**config.mk**
```make
export PLATFORM = sky130hd
export DESIGN_NAME = round_robin_quantum_scheduler
export DESIGN_NICKNAME = d
export VERILOG_FILES = /design/src/rtl/core/rrqs_pkg.sv /design/src/rtl/core/rrqs_fifo_mem.sv /design/src/rtl/core/rrqs_qtab_mem.sv /design/src/rtl/core/round_robin_quantum_scheduler.sv
export SDC_FILE = /design/constraint.sdc
export NUM_CORES = 1
export LEC_CHECK = 0
export CAP_MARGIN = 20
export CORE_MARGIN = 2
export CORE_UTILIZATION = 45
export CTS_BUF_LIST = sky130_fd_sc_hd__clkbuf_8
export DETAILED_ROUTE_END_ITERATION = 8
export DONT_BUFFER_PORTS = 1
export GPL_ROUTABILITY_DRIVEN = 0
export HOLD_SLACK_MARGIN = 0.12
export SLEW_MARGIN = 10
export SYNTH_ARGS = -nofsm -noshare
export SYNTH_HDL_FRONTEND = slang
export SYNTH_SLANG_ARGS = --single-unit
```
**constraint.sdc**
```tcl
create_clock -name clk -period 6.06 [get_ports clk]
set_input_delay 1.212 -clock clk [delete_from_list [all_inputs] [get_ports clk]]
set_output_delay 1.212 -clock clk [all_outputs]
set_load 0.02 [all_outputs]
```
**src/rtl/core/rrqs_pkg.sv**
```systemverilog
package rrqs_pkg;

	localparam int ID_W            = 4;
	localparam int QV_IN_W         = 8;
	localparam int TICKS_OUT_W     = 8;
	localparam int CNT_OUT_W       = 5;
	localparam int INIT_SLICE      = 10;
	localparam int RESET_TASK      = 1;

	typedef enum logic [1:0] {
		REQ_TICK        = 2'd0,
		REQ_MAKE_READY  = 2'd1,
		REQ_BLOCK       = 2'd2,
		REQ_SET_QUANTUM = 2'd3
	} req_t;

	typedef struct packed {
		logic rd_en;
		logic wr_en;
	} mem_cmd_t;

endpackage

```
**src/rtl/core/rrqs_fifo_mem.sv**
```systemverilog
module rrqs_fifo_mem import rrqs_pkg::*; #(
	parameter int DEPTH = 16,
	parameter int AW    = 4
) (
	input  logic            clk,
	input  mem_cmd_t        cmd,
	input  logic [AW-1:0]   rd_addr,
	input  logic [AW-1:0]   wr_addr,
	input  logic [ID_W-1:0] wr_data,
	output logic [ID_W-1:0] rd_data
);

	logic [ID_W-1:0] mem [DEPTH];

	always_ff @(posedge clk) begin
		if (cmd.wr_en) begin
			mem[wr_addr] <= wr_data;
		end
		if (cmd.rd_en) begin
			rd_data <= mem[rd_addr];
		end
	end

endmodule

```
**src/rtl/core/rrqs_qtab_mem.sv**
```systemverilog
module rrqs_qtab_mem import rrqs_pkg::*; #(
	parameter int DEPTH = 16,
	parameter int AW    = 4,
	parameter int QW    = 8
) (
	input  logic          clk,
	input  logic          arst_n,
	input  mem_cmd_t      cmd,
	input  logic [AW-1:0] rd_addr,
	input  logic [AW-1:0] wr_addr,
	input  logic [QW-1:0] wr_data,
	output logic [QW-1:0] rd_data
);

	logic [QW-1:0]    mem [DEPTH];
	logic [DEPTH-1:0] valid_q;
	logic [QW-1:0]    rd_word_q;
	logic             rd_hit_q;

	// An entry that was never written since reset reads as the default quantum.
	always_ff @(posedge clk or negedge arst_n) begin
		if (!arst_n) begin
			valid_q <= '0;
		end else if (cmd.wr_en) begin
			valid_q[wr_addr] <= 1'b1;
		end
	end

	always_ff @(posedge clk) begin
		if (cmd.wr_en) begin
			mem[wr_addr] <= wr_data;
		end
		if (cmd.rd_en) begin
			rd_word_q <= mem[rd_addr];
			rd_hit_q  <= valid_q[rd_addr];
		end
	end

	assign rd_data = rd_hit_q ? rd_word_q : QW'(INIT_SLICE);

endmodule

```
**src/rtl/core/round_robin_quantum_scheduler.sv**
```systemverilog
// Channel   Direction  Handshake                 Payload
// in        input      in_valid / in_ready       req_type, task_id, quantum_value
// out       output     out_valid / out_ready     switched, running_task, remaining_ticks,
//                                                ready_count, status
// cfg       input      cfg_wr_en (no wait)       cfg_wr_data (idle task id)
//
// An item goes through the execute state to its registered result, and also through
// the load state when it dispatches a new task, since the quantum memory is read with
// the id just read from the ready FIFO. A new item is taken once the sequencer is idle again.
// Reset takes effect at once; the quantum table reads as its default until written.
// One item is taken while a result waits; its last step then holds until out_ready.
module round_robin_quantum_scheduler import rrqs_pkg::*; #(
	parameter int NUM_TASKS     = 16,
	parameter int QUANTUM_WIDTH = 8
) (
	input  logic                   clk,
	input  logic                   arst_n,
	input  logic                   cfg_wr_en,
	input  logic [ID_W-1:0]        cfg_wr_data,
	input  logic                   in_valid,
	output logic                   in_ready,
	input  logic [1:0]             req_type,
	input  logic [ID_W-1:0]        task_id,
	input  logic [QV_IN_W-1:0]     quantum_value,
	output logic                   out_valid,
	input  logic                   out_ready,
	output logic                   switched,
	output logic [ID_W-1:0]        running_task,
	output logic [TICKS_OUT_W-1:0] remaining_ticks,
	output logic [CNT_OUT_W-1:0]   ready_count,
	output logic                   status
);

	localparam int IDX_W = $clog2(NUM_TASKS);
	localparam int CNT_W = $clog2(NUM_TASKS + 1);
	localparam int QW    = QUANTUM_WIDTH;
	localparam logic [IDX_W-1:0] LAST_IDX = IDX_W'(NUM_TASKS - 1);
	localparam logic [CNT_W-1:0] FULL_CNT = CNT_W'(NUM_TASKS);

	typedef enum logic [1:0] {
		S_IDLE,
		S_EXEC,
		S_LOAD
	} state_t;

	function automatic logic in_range(input logic [ID_W-1:0] id);
		return 32'(id) < NUM_TASKS;
	endfunction

	function automatic logic [IDX_W-1:0] idx(input logic [ID_W-1:0] id);
		return IDX_W'(id);
	endfunction

	function automatic logic [IDX_W-1:0] inc_ptr(input logic [IDX_W-1:0] p);
		return (p == LAST_IDX) ? '0 : p + 1'b1;
	endfunction

	state_t                 state_q;
	req_t                   req_q;
	logic [ID_W-1:0]        tid_q;
	logic [QV_IN_W-1:0]     qv_q;
	logic [ID_W-1:0]        idle_q;
	logic [ID_W-1:0]        cur_q;
	logic [QW-1:0]          ticks_q;
	logic [IDX_W-1:0]       head_q;
	logic [IDX_W-1:0]       tail_q;
	logic [CNT_W-1:0]       cnt_q;
	logic [NUM_TASKS-1:0]   ready_q;
	logic                   next_ok_q;
	logic                   out_valid_q;
	logic                   switched_q;
	logic [ID_W-1:0]        running_q;
	logic [TICKS_OUT_W-1:0] ticks_out_q;
	logic [CNT_OUT_W-1:0]   count_out_q;
	logic                   status_q;

	mem_cmd_t        fifo_cmd;
	logic [ID_W-1:0] fifo_rd;
	logic [ID_W-1:0] fifo_wr_data;
	mem_cmd_t        qtab_cmd;
	logic [IDX_W-1:0] qtab_rd_addr;
	logic [QW-1:0]   qtab_rd;

	logic            accept;
	logic            out_free;
	logic [QW-1:0]   ticks_dec;
	logic            have_ready;
	logic            cur_idle;
	logic            tick_sw;
	logic            mr_ok;
	logic            goes_load;
	logic [ID_W-1:0] next_id;
	logic            exec_fire;
	logic            load_fire;
	logic            out_set;
	logic            push;
	logic            pop;
	logic [CNT_W-1:0] cnt_nxt;
	logic [QW-1:0]   ticks_nxt;
	logic            status_nxt;

	assign accept   = in_valid && in_ready;
	assign in_ready = (state_q == S_IDLE);
	assign out_free = !out_valid_q || out_ready;

	always_comb begin
		ticks_dec  = (ticks_q == '0) ? '0 : ticks_q - 1'b1;
		have_ready = (cnt_q != '0);
		cur_idle   = (cur_q == idle_q);
		tick_sw    = (cur_idle || ticks_dec == '0) && have_ready;
		mr_ok      = in_range(tid_q) && (tid_q != idle_q) && (tid_q != cur_q) &&
			(cnt_q != FULL_CNT) && !ready_q[idx(tid_q)];
		next_id    = fifo_rd;
		goes_load  = 1'b0;
		pop        = 1'b0;
		push       = 1'b0;
		ticks_nxt  = ticks_q;
		status_nxt = 1'b0;
		case (req_q)
			REQ_TICK: begin
				goes_load = tick_sw;
				pop       = tick_sw;
				push      = tick_sw && !cur_idle;
				ticks_nxt = ticks_dec;
			end
			REQ_MAKE_READY: begin
				push       = mr_ok;
				status_nxt = !mr_ok;
			end
			REQ_BLOCK: begin
				goes_load  = !cur_idle;
				pop        = !cur_idle && have_ready;
				next_id    = have_ready ? fifo_rd : idle_q;
				status_nxt = cur_idle;
			end
			REQ_SET_QUANTUM: begin
				status_nxt = !in_range(tid_q);
			end
			default: begin
				status_nxt = 1'b0;
			end
		endcase
		exec_fire = (state_q == S_EXEC) && (goes_load || out_free);
		load_fire = (state_q == S_LOAD) && out_free;
		out_set   = (exec_fire && !goes_load) || load_fire;
		pop       = pop && exec_fire;
		push      = push && exec_fire;
		cnt_nxt   = cnt_q;
		if (push && !pop) begin
			cnt_nxt = cnt_q + 1'b1;
		end else if (pop && !push) begin
			cnt_nxt = cnt_q - 1'b1;
		end
	end

	always_comb begin
		fifo_cmd.rd_en = accept;
		fifo_cmd.wr_en = push;
		fifo_wr_data   = (req_q == REQ_TICK) ? cur_q : tid_q;
		qtab_cmd.rd_en = exec_fire && goes_load;
		qtab_cmd.wr_en = exec_fire && (req_q == REQ_SET_QUANTUM) && in_range(tid_q);
		qtab_rd_addr   = in_range(next_id) ? idx(next_id) : '0;
	end

	rrqs_fifo_mem #(
		.DEPTH(NUM_TASKS),
		.AW(IDX_W)
	) u_fifo (
		.clk(clk),
		.cmd(fifo_cmd),
		.rd_addr(head_q),
		.wr_addr(tail_q),
		.wr_data(fifo_wr_data),
		.rd_data(fifo_rd)
	);

	rrqs_qtab_mem #(
		.DEPTH(NUM_TASKS),
		.AW(IDX_W),
		.QW(QW)
	) u_qtab (
		.clk(clk),
		.arst_n(arst_n),
		.cmd(qtab_cmd),
		.rd_addr(qtab_rd_addr),
		.wr_addr(idx(tid_q)),
		.wr_data(QW'(qv_q)),
		.rd_data(qtab_rd)
	);

	always_ff @(posedge clk or negedge arst_n) begin
		if (!arst_n) begin
			state_q     <= S_IDLE;
			req_q       <= REQ_TICK;
			tid_q       <= '0;
			qv_q        <= '0;
			idle_q      <= '0;
			cur_q       <= ID_W'(RESET_TASK);
			ticks_q     <= QW'(INIT_SLICE);
			head_q      <= '0;
			tail_q      <= '0;
			cnt_q       <= '0;
			ready_q     <= '0;
			next_ok_q   <= 1'b0;
			out_valid_q <= 1'b0;
			switched_q  <= 1'b0;
			running_q   <= '0;
			ticks_out_q <= '0;
			count_out_q <= '0;
			status_q    <= 1'b0;
		end else begin
			if (cfg_wr_en) begin
				idle_q <= cfg_wr_data;
			end
			if (out_set) begin
				out_valid_q <= 1'b1;
			end else if (out_ready) begin
				out_valid_q <= 1'b0;
			end
			case (state_q)
				S_IDLE: begin
					if (accept) begin
						req_q   <= req_t'(req_type);
						tid_q   <= task_id;
						qv_q    <= quantum_value;
						state_q <= S_EXEC;
					end
				end
				S_EXEC: begin
					if (exec_fire) begin
						if (pop) begin
							head_q <= inc_ptr(head_q);
						end
						if (push) begin
							tail_q <= inc_ptr(tail_q);
						end
						cnt_q <= cnt_nxt;
						if (push) begin
							if (req_q == REQ_TICK) begin
								if (in_range(cur_q)) begin
									ready_q[idx(cur_q)] <= 1'b1;
								end
							end else begin
								ready_q[idx(tid_q)] <= 1'b1;
							end
						end
						if (goes_load) begin
							if (in_range(next_id)) begin
								ready_q[idx(next_id)] <= 1'b0;
							end
							cur_q     <= next_id;
							next_ok_q <= in_range(next_id);
							state_q   <= S_LOAD;
						end else begin
							ticks_q     <= ticks_nxt;
							switched_q  <= 1'b0;
							running_q   <= cur_q;
							ticks_out_q <= TICKS_OUT_W'(ticks_nxt);
							count_out_q <= CNT_OUT_W'(cnt_nxt);
							status_q    <= status_nxt;
							state_q     <= S_IDLE;
						end
					end
				end
				S_LOAD: begin
					if (load_fire) begin
						ticks_q     <= next_ok_q ? qtab_rd : '0;
						switched_q  <= 1'b1;
						running_q   <= cur_q;
						ticks_out_q <= TICKS_OUT_W'(next_ok_q ? qtab_rd : '0);
						count_out_q <= CNT_OUT_W'(cnt_q);
						status_q    <= 1'b0;
						state_q     <= S_IDLE;
					end
				end
				default: begin
					state_q <= S_IDLE;
				end
			endcase
		end
	end

	assign out_valid       = out_valid_q;
	assign switched        = switched_q;
	assign running_task    = running_q;
	assign remaining_ticks = ticks_out_q;
	assign ready_count     = count_out_q;
	assign status          = status_q;

	a_count_bound: assert property (@(posedge clk) disable iff (!arst_n)
		cnt_q <= FULL_CNT)
		else $error("ready FIFO count exceeds the number of tasks");

	a_running_not_queued: assert property (@(posedge clk) disable iff (!arst_n)
		in_range(cur_q) |-> !ready_q[idx(cur_q)])
		else $error("running task is marked ready");

	a_fifo_port_split: assert property (@(posedge clk) disable iff (!arst_n)
		!(fifo_cmd.rd_en && fifo_cmd.wr_en))
		else $error("FIFO read and write issued in the same cycle");

	a_accept_to_exec: assert property (@(posedge clk) disable iff (!arst_n)
		accept |=> state_q == S_EXEC)
		else $error("accepted item did not enter execution");

	a_load_reports_switch: assert property (@(posedge clk) disable iff (!arst_n)
		load_fire |=> out_valid_q && switched_q)
		else $error("dispatch finished without a switched result");

endmodule

```
; ---- Word level (Yosys, flattened, before mapping)
; Memories as Yosys holds them, arrays and structs flattened. A register that Yosys moved wholly into a read port is not among the register bits.
; Cells that the tools add are included.
[word_totals]
register_bits = 99
ram_bits = 192
input_bits = 23
memories = 2
[memory_table]
columns = memory, depth, word_bits, read_ports, rd_clocked_by_memory_dff, wr, line_no
row1 = u_qtab.mem, 16, 8, 1, 1, 1, rrqs_qtab_mem.sv:15  ; logic [QW-1:0] mem [DEPTH];
row2 = u_fifo.mem, 16, 4, 1, 1, 1, rrqs_fifo_mem.sv:13  ; logic [ID_W-1:0] mem [DEPTH];
[op_classes]
addsub = 5
magnitude_cmp = 6
n_eq_ne = 15
n_mux = 61
bitwise_logic = 5
n_reduce_logical = 44
[op_table]
columns = op, count
row1 = $mux 16, 5
row2 = $mux 8, 7
row3 = $or 16x16->16, 3
row4 = $mux 4, 8
row5 = $mux 5, 5
row6 = $logic_and 1x1->1, 19
row7 = $mux 1, 17
row8 = $and 16x16->16, 1
row9 = $logic_not 8->1, 2
row10 = $not 16->16, 1
row11 = $pmux 8 s2, 1
row12 = $lt 4x5->1 const B, 3
row13 = $demux 1 s4, 3
row14 = $ge 4x1->1 const B, 3
row15 = $pmux 1 s2, 6
row16 = $reduce_and 3->1, 4
row17 = $pmux 5 s2, 1
row18 = $add 4x1->4 const B, 2
row19 = $bmux 1 s4, 2
row20 = $eq 4x4->1 const B, 2
row21 = $mux 2, 4
row22 = $ne 4x4->1, 2
row23 = $pmux 4 s2, 1
row24 = $sub 8x1->8 const B, 1
row25 = 16 further kinds, 33

; ---- Longest topological paths before layout
; Gate-level depths: netlist of the first run.
[logic_depth]
word_depth = 16
depth_mapped = 11
ltp_nobuf = 9

; ---- Modules after synthesis
; Synthesis of the first run repeated with hierarchy kept, for this count alone.
[hier_totals]
hier_cells = 862
hier_area_um2 = 12961.2
[by_module_without_submodules]
columns = module, instances, cells_each, area_per_inst_um2
row1 = rrqs_qtab_mem, 1, 278, 5921.9
row2 = round_robin_quantum_scheduler, 1, 454, 4332.9
row3 = rrqs_fifo_mem, 1, 130, 2706.3

; ---- Least setup slack after synthesis of the first run
; OpenSTA, ideal clock, no wires.
[synth_path]
kind = reg-to-reg
start = register ticks_q[1]
end = memory u_qtab.mem[12][0] (enable)
setup_ns = 0.385
arrival_ns = 2.690
setup_slack_ns = 2.985
path_stages_with_launch = 9
cell_sequence = dfstp_2 -> inv_1 -> ha_1 -> nand2_1 -> maj3_1 -> nor3_2 -> o311a_1 -> nand3_1 -> nor3_1
[synth_via]
elab_chain_len = 11
elab_cells_between_ends = 12
classes_between = add/sub: 1 / mux: 4 / reduce/logical: 7
[synth_rtl]
columns = element, line_no
row1 = from (decl), round_robin_quantum_scheduler.sv:64  ; logic [QW-1:0] ticks_q;
row2 = from (signal assigned), round_robin_quantum_scheduler.sv:199  ; ticks_q <= QW'(INIT_SLICE);
row3 = from (signal assigned), round_robin_quantum_scheduler.sv:255  ; ticks_q <= ticks_nxt;
row4 = from (signal assigned), round_robin_quantum_scheduler.sv:267  ; ticks_q <= next_ok_q ? qtab_rd : '0;
row5 = $sub 8x1->8 / $logic_not 8->1 (equally long branches), round_robin_quantum_scheduler.sv:107  ; ticks_dec = (ticks_q == '0) ? '0 : ticks_q - 1'b1;
row6 = $mux 8 *, round_robin_quantum_scheduler.sv:107
row7 = $logic_not 8->1 *, round_robin_quantum_scheduler.sv:110  ; tick_sw = (cur_idle || ticks_dec == '0) && have_ready;
row8 = $logic_or 1x1->1 *, round_robin_quantum_scheduler.sv:110
row9 = $logic_and 1x1->1 *, round_robin_quantum_scheduler.sv:110
row10 = $pmux 1 s2 *, round_robin_quantum_scheduler.sv:119  ; case (req_q)
row11 = $logic_or 1x1->1 *, round_robin_quantum_scheduler.sv:143  ; exec_fire = (state_q == S_EXEC) && (goes_load || out_free);
row12 = $logic_and 1x1->1 *, round_robin_quantum_scheduler.sv:143
row13 = $logic_and 1x1->1 *, round_robin_quantum_scheduler.sv:161  ; qtab_cmd.wr_en = exec_fire && (req_q == REQ_SET_QUANTUM) && in_range(tid_q);
row14 = $mux 1 *, rrqs_qtab_mem.sv:30  ; if (cmd.wr_en) begin
row15 = $mux 1 (implied by the code) *, rrqs_qtab_mem.sv:31  ; mem[wr_addr] <= wr_data;
row16 = to (decl), rrqs_qtab_mem.sv:15
; Mark *: on every way between the ends. The rest lies on a longest branch, timed or not.

; ---- Worst setup path in the final report of the first run
[layout_path]
start = register tid_q[0]
end = memory u_fifo.mem[4][0], in the netlist u_fifo.mem[2][0] (enable)
[layout_via]
elab_chain_len = 8
elab_cells_between_ends = 12
classes_between = eq/ne: 2 / mux: 5 / reduce/logical: 5
[layout_rtl]
columns = element, line_no
row1 = from (decl), round_robin_quantum_scheduler.sv:60  ; logic [ID_W-1:0] tid_q;
row2 = from (signal assigned), round_robin_quantum_scheduler.sv:224  ; tid_q <= task_id;
row3 = $bmux 1 s4 / $ne 4x4->1 (equally long branches), "round_robin_quantum_scheduler.sv:112, round_robin_quantum_scheduler.sv:111"
row4 = $mux 1 (implied by the code) / $logic_and 1x1->1 (equally long branches), "round_robin_quantum_scheduler.sv:112, round_robin_quantum_scheduler.sv:111"
row5 = $logic_not 1->1 / $logic_and 1x1->1 (equally long branches), "round_robin_quantum_scheduler.sv:112, round_robin_quantum_scheduler.sv:111"
row6 = $logic_and 1x1->1 *, round_robin_quantum_scheduler.sv:112  ; (cnt_q != FULL_CNT) && !ready_q[idx(tid_q)];
row7 = $pmux 1 s2 *, round_robin_quantum_scheduler.sv:119
row8 = $logic_and 1x1->1 *, round_robin_quantum_scheduler.sv:147  ; push = push && exec_fire;
row9 = $mux 1 *, rrqs_fifo_mem.sv:16  ; if (cmd.wr_en) begin
row10 = $mux 1 (implied by the code) *, rrqs_fifo_mem.sv:17  ; mem[wr_addr] <= wr_data;
row11 = to (decl), rrqs_fifo_mem.sv:13
; Mark *: on every way between the ends. The rest lies on a longest branch, timed or not. The select of a mux whose other input is x is not followed.

==> flow_summary_export.csv, run 1 <==
group,metric,value,unit
run_status,status,"complete, no violations",
clock_network,cts_setup_buffers,0,
floorplanning,initial_utilization,45.5,%
floorplanning,die_width,174,µm
setup_path,max_stage_delay,0.82,ns
power,power_density,510,nW/µm²
sta,max_slew.worst_pin.slew,1.12,ns
global_route,antenna_found_initial,0,
finish,layout-drive-gt1-share,20.8,%
detailed_routing,drtIter0Drc,550,
placement,portBuffers,0,
finish,fillers,2411,
yosys,synth_top_flop_cell,"edfxtp_1",
global_route,grt_max_degree,93,
finish,antennaDiodeCount,0,
detailed_routing,route.detailed.drc,0,
setup_path,crit_slowest_cell,"dfrtp_1",
detailed_routing,vias,7417,
finish,final_nets,921,
global_route,grt-ovfl-total,0,
sta,rsz0062_at_grt,"no",
clock_network,cts_num_sinks,297,
detailed_routing,antenna_left,0,
yosys,synth-edff-count,205,
clock_network,cts-root-buf,"clkbuf_8",
power,peakVddDrop,0.279,mV
sta,final-hold-violation-count,0,
setup_path,critPathTopFamily,"simple AND/OR/NAND/NOR gates",
setup_path,cp_num_buf_inv,0,
detailed_routing,vias_per_cell,5.67,
setup_path,required,6.30,ns
setup_path,path_class,"reg -> reg",
floorplanning,io_pins,44,
finish,multi_input_area,4250,µm²
yosys,yosysWarnings,0,
clock_network,htree_levels,2,
yosys,yosysSeqAreaShare,65.0,%
floorplanning,dieHeight,174,µm
sta,slew_headroom,25.2,%
finish,layout_commonest_cell,"edfxtp_1",
yosys,synth-seq-cells,297,
setup_path,crit_fanout,24,
sta,finalSetupViolCount,0,
yosys,postSynthAreaPerCell,14.9,µm²
finish,syn2layout_area_growth,9.71,%
sta,achievable-frequency,263,MHz
floorplanning,fp.dieArea,30300,µm²
setup_path,crit_path_end_kind,"flip-flop",
global_route,grt_pass1_vias,7599,
clock_network,numCtsBuffers,49,
yosys,ys_types,73,
finish,final_area,14300,µm²
global_route,track_usage,18.9,%
clock_network,clock_latency,0.57,ns
sta,min_period,3.80,ns
finish,final_cell_mix,"edfxtp_1, dfrtp_1, nand2_1, clkbuf_8, a21oi_1",
clock_network,clockBufferDepth,3,
yosys,synth_cells,874,
clock_network,clk_pin_slew_worst_paths,0.07,ns
yosys,synthArstFlopShare,31.0,%
placement,hpwl,18.1,mm
setup_path,cp-start-kind,"flip-flop",
global_route,grt_pass1_wl,44.2,mm
placement,place_area,13300,µm²
sta,setup_tns,0,ns
yosys,syn_nets,909,
floorplanning,coreArea,28600,µm²
detailed_routing,drt-wirelength-per-cell,21.6,µm
sta,drv_slew,0,
detailed_routing,wl,28.3,mm
sta,skew,0.0286,ns
flow_run,cap_viol_max_count,0,
finish,seq_area,8460,µm²
yosys,netlist_area,13000,µm²
setup_path,critPathArrivalTime,4.04,ns
setup_path,crit_chain,"mux4_2 > a22oi_1 > and3_1 > a31o_2 > and2_1 > nor3b_2 > and2_1",
floorplanning,placementRows,62,
hold_path,hold_class,"in -> async",
clock_network,tritoncts,"yes",
power,leakage,0.00521,µW
detailed_routing,firstDrtPassIters,5,
clock_network,ctsResizeCount,0,
setup_path,cpMostUsedCell,"and2_1",
clock_network,holdBufCountCts,0,
sta,fin_crit_sh,62.7,%
kinds of logic (layout without fill, tap and decap cells):
family | Yosys count | in the layout | share of synthesized area, %
adders and majority gates | 13 | 13 | 1.23
xor gates and xnor gates | 17 | 17 | 1.20
muxes | 101 | 101 | 12.7
and+or+nand+nor | 222 | 222 | 9.29
buffers and inverters | 66 | 117 | 2.69
DFF | 297 | 297 | 65.0
AOI/OAI and AO/OA | 158 | 158 | 7.93
report_power, final:
group	total, µW	internal, µW	switching (µW)
clock	1660	887	778
combinational	2290	982	1310
sequential	3330	2760	577
worst register-to-register path: stages, from the launching register on:
cell,delay (ns)
dfrtp_1,0.82
mux4_2,0.62
a22oi_1,0.21
and3_1,0.25
a31o_2,0.24
and2_1,0.70
nor3b_2,0.38
and2_1,0.27
cell type report:
class                           instances  share of cell area (%)
Sequential cell                       297                    59.2
Multi-Input combinational cell        511                    29.7
Clock buffer                           56                    5.39
Tap cell                              384                    3.36
Clock inverter                         34                    1.17
Timing Repair Buffer                   11                   0.718
Inverter                               16                   0.420
cell usage after synthesis (8+ instances only):
cell type | count | area, µm²
edfxtp_1 | 205 | 6160
dfrtp_1 | 89 | 2230
nand2_1 | 56 | 210
a21oi_1 | 50 | 250
mux4_2 | 46 | 1040
nor2_1 | 31 | 116
o21ai_0 | 31 | 155
mux2i_1 | 28 | 280
mux2_2 | 24 | 270
clkbuf_1 | 21 | 78.8
or2_2 | 21 | 131
nor2b_1 | 18 | 113
o22ai_1 | 18 | 113
and2_1 | 16 | 100
inv_1 | 16 | 60.1
nand3_1 | 16 | 80.1
buf_2 | 12 | 60.1
ha_1 | 12 | 150
nand2b_1 | 12 | 75.1
buf_4 | 11 | 82.6
xnor2_1 | 11 | 96.3
and3_1 | 10 | 62.6
nor3_1 | 10 | 50.1
or3_1 | 8 | 50.1
registers in the layout, indices dropped and copies added, names as in the netlist, 5 cells and up:
register / cells
u_qtab.mem: 128
u_fifo.mem: 64
ready_q: 16
u_qtab.valid_q: 16
qv_q: 8
ticks_q: 8
u_qtab.rd_word_q: 8
cnt_q: 5
ready_count: 5
stage by stage:
stage               power [µW]  setup slack, ns  util, %  instances  hold WS, ns
finish                    7290             2.26     49.9       1309        0.354
global route              7710             1.96     49.9       1309        0.320
CTS                       7330             2.24     49.8       1308        0.320
detailed placement        5650             2.27     46.5       1218        0.447
global placement          5630             2.32     46.5       1218        0.447
floorplan                 5000             2.98        -        874        0.434
path summary, 6_finish.rpt:
check,startpoint,endpoint,slack (ns),depth (start not counted)
min in group clk,u_qtab.valid_q[9],u_qtab.valid_q[9],0.47,1
setup / recovery,tid_q[0],u_fifo.mem[2][0],2.26,7
hold reg to reg,u_qtab.valid_q[9],u_qtab.valid_q[9],0.47,1
setup reg to reg,tid_q[0],u_fifo.mem[2][0],2.26,7
hold / removal,arst_n,ready_q[1],0.35,0
max in group asynchronous,arst_n,qv_q[5],5.48,0
routing by layer:
layer,GRT usage (%),wire length [µm],up-vias
met3,3.32,1470,61
met1,26.8,12600,3753
li1,-,-,3380
met2,29.9,13400,223
met5,0,0,-
met4,6.37,820,0
(Power assumes the default switching activity.)
==> run 2: changes to the inputs <==
Settings changed: ABC_AREA set to 1.
Clock period 6.06 ns to 3.4 ns, I/O delays scaled along.
==> flow_summary_export.csv, run 2 <==
group,metric,value,unit
yosys,yosysWarnings,0,
floorplanning,placementRows,62,
sta,setup_tns,0,ns
sta,min_period,3.12,ns
yosys,synth-seq-cells,297,
power,power_density,949,nW/µm²
global_route,grt-ovfl-total,0,
setup_path,crit_slowest_cell,"dfrtp_1",
finish,largest_reg_flops,128,
clock_network,cts-root-buf,"clkbuf_8",
clock_network,clockBufferDepth,3,
finish,antennaDiodeCount,0,
yosys,synthArstFlopShare,31.0,%
setup_path,r2r-start,"ticks_q[0]",
setup_path,cpMostUsedCell,"nand2_1",
setup_path,worst-path-stages,16,
yosys,synthTopCellsByCount,"nand2_1, edfxtp_1, nand3_1",
setup_path,crit_chain,"inv_1 > ha_1 > nand2_1 > nor2_2 > nand2_4 > nand2_1 > o21ai_1 > nor2_1 > nand3_1 > nand2_1 > nand2_2 > nand3_2 > nand2_2 > nor2_4 > nand2_1 > nor2_1",
setup_path,critPathTopFamily,"simple AND/OR/NAND/NOR gates",
setup_path,cp-start-kind,"flip-flop",
hold_path,whs_path_depth,1,
yosys,synth_most_common_cell,"nand2_1",
sta,skew,0.0349,ns
floorplanning,initial_utilization,45.7,%
global_route,grt_max_degree,93,
sta,rsz0062_at_grt,"no",
placement,portBuffers,0,
sta,slew_headroom,38.5,%
power,peakVddDrop,0.480,mV
sta,drv_slew,0,
finish,layout-drive-gt1-share,12.8,%
sta,fin_crit_sh,91.7,%
clock_network,clock_latency,0.59,ns
detailed_routing,route.detailed.drc,0,
placement,place_area,13600,µm²
setup_path,reg2reg_depth,16,
detailed_routing,antenna_left,0,
global_route,antenna_found_initial,0,
clock_network,tritoncts,"yes",
finish,syn2layout_area_growth,11.5,%
setup_path,crit_fanout,7,
floorplanning,io_pins,44,
setup_path,cp_num_buf_inv,1,
global_route,grt_pass1_vias,9360,
clock_network,numCtsBuffers,50,
finish,final_area,14600,µm²
clock_network,cts_num_sinks,297,
sta,finalSetupViolCount,0,
power,p_total,13900,µW
flow_run,cap_viol_max_count,0,
yosys,synth_cells,1233,
finish,fin_util,51.0,%
floorplanning,die_width,175,µm
setup_path,crit_path_end_kind,"flip-flop",
yosys,synth-edff-count,205,
setup_path,startpoint,"ticks_q[0]",
yosys,yosysSeqAreaShare,64.5,%
detailed_routing,vias_per_cell,5.49,
global_route,track_usage,22.2,%
finish,largest_register,"u_qtab.mem",
detailed_routing,drtIter0Drc,842,
detailed_routing,drt-wirelength-per-cell,19.5,µm
finish,layout_commonest_cell,"nand2_1",
hold_path,hold_class,"in -> reg",
yosys,synth_top_flop_cell,"edfxtp_1",
setup_path,max_stage_delay,0.47,ns
finish,final_nets,1301,
finish,reg_top3,"u_qtab.mem (128), u_fifo.mem (64)",
floorplanning,dieHeight,175,µm
power,leakage,0.00578,µW
detailed_routing,firstDrtPassIters,5,
placement,hpwl,22.1,mm
sta,final-hold-violation-count,0,
sta,achievable-frequency,321,MHz
global_route,grt_pass1_wl,52.8,mm
finish,final_cell_mix,"nand2_1, edfxtp_1, inv_1",
sta,max_slew.worst_pin.slew,0.922,ns
run_status,status,"complete, no violations",
detailed_routing,vias,9293,
floorplanning,coreArea,28700,µm²
setup_path,path_class,"reg -> reg",
setup_path,critPathArrivalTime,3.35,ns
setup_path,cp-endpoint,"u_fifo.mem[12][1]",
yosys,postSynthAreaPerCell,10.6,µm²
yosys,netlist_area,13100,µm²
yosys,ys_types,43,
yosys,syn_nets,1268,
yosys,synth_top_area_share,46.9,%
clock_network,htree_levels,2,
hold_path,worstHoldStart,"cfg_wr_en",
setup_path,required,3.63,ns
yosys,synth_top_cell_by_area,"edfxtp_1",
clock_network,clk_pin_slew_worst_paths,0.06,ns
detailed_routing,wl,33.0,mm
setup_path,timing.rr.end,"u_fifo.mem[12][1]",
setup_path,reg2reg_slack,0.28,ns
yosys,synthTopCellsByArea,"edfxtp_1, dfrtp_1, nand2_1",
floorplanning,fp.dieArea,30500,µm²
## run 2: power breakdown
group | internal (µW) | switching [µW]
Combinational | 1540 | 3470
Sequential | 4860 | 883
Clock | 1690 | 1440
## run 2: worst min-delay path by stage
stage	slack [ns]	end
3_5_place_dp	0.39	idle_q[3]
3_3_place_gp	0.39	idle_q[3]
6_report	0.19	idle_q[1]
5_1_grt	0.18	idle_q[0]
4_1_cts	0.15	idle_q[1]
2_1_floorplan	0.38	cnt_q[0]
## run 2: cell type report
type / count / area [µm²]
inverter: 99 / 378
fill: 2596 / 14100
clock buffer: 57 / 785
clock inverter: 37 / 219
timing repair buffer: 39 / 328
sequential: 297 / 8460
tap: 384 / 480
multi-input combinational: 779 / 3980
## run 2: through the flow
stage / hold slack [ns] / cells / worst slack [ns]
detailed placement: 0.390 / 1596 / 0.190
finish: 0.188 / 1692 / 0.281
global placement: 0.390 / 1596 / 0.224
floorplan: 0.384 / 1233 / 0.634
global route: 0.184 / 1692 / 0.0271
CTS: 0.152 / 1692 / 0.163
## run 2: cells by family (layout without fill, tap and decap cells)
| group | count (synthesis) | after routing | synth area share (%) |
|---|---|---|---|
| AND/OR/NAND/NOR | 526 | 526 | 17.9 |
| buffers and inverters | 157 | 232 | 5.23 |
| AO/OA/AOI/OAI | 220 | 220 | 9.79 |
| multiplexers | 2 | 2 | 0.172 |
| adder cells (fa/ha/maj) | 12 | 12 | 1.14 |
| XOR/XNOR | 19 | 19 | 1.27 |
| flip-flops | 297 | 297 | 64.5 |
## run 2: worst register-to-register path, cell delays in order, from the launching register on
cell,delay [ns]
dfrtp_1,0.47
inv_1,0.13
ha_1,0.25
nand2_1,0.09
nor2_2,0.16
nand2_4,0.10
nand2_1,0.12
o21ai_1,0.08
nor2_1,0.08
nand3_1,0.11
nand2_1,0.10
nand2_2,0.09
nand3_2,0.07
nand2_2,0.10
nor2_4,0.23
nand2_1,0.23
nor2_1,0.36
## run 2: timing repair
item,in CTS,in global routing
endpoints found under the setup margin,0,41
hold endpoints to repair,92,0
hold buffers,2,0
setup buffers,0,0
resized for setup,0,2
## run 2: routing by layer
layer  vias to the layer above  GRT usage (%)  share of wire (%)
met2                       353           34.1                 45
met5                         -              0                  0
met3                        68           4.29                7.0
li1                       4356              -                  -
met4                         0           7.08                2.6
met1                      4516           31.9                 45
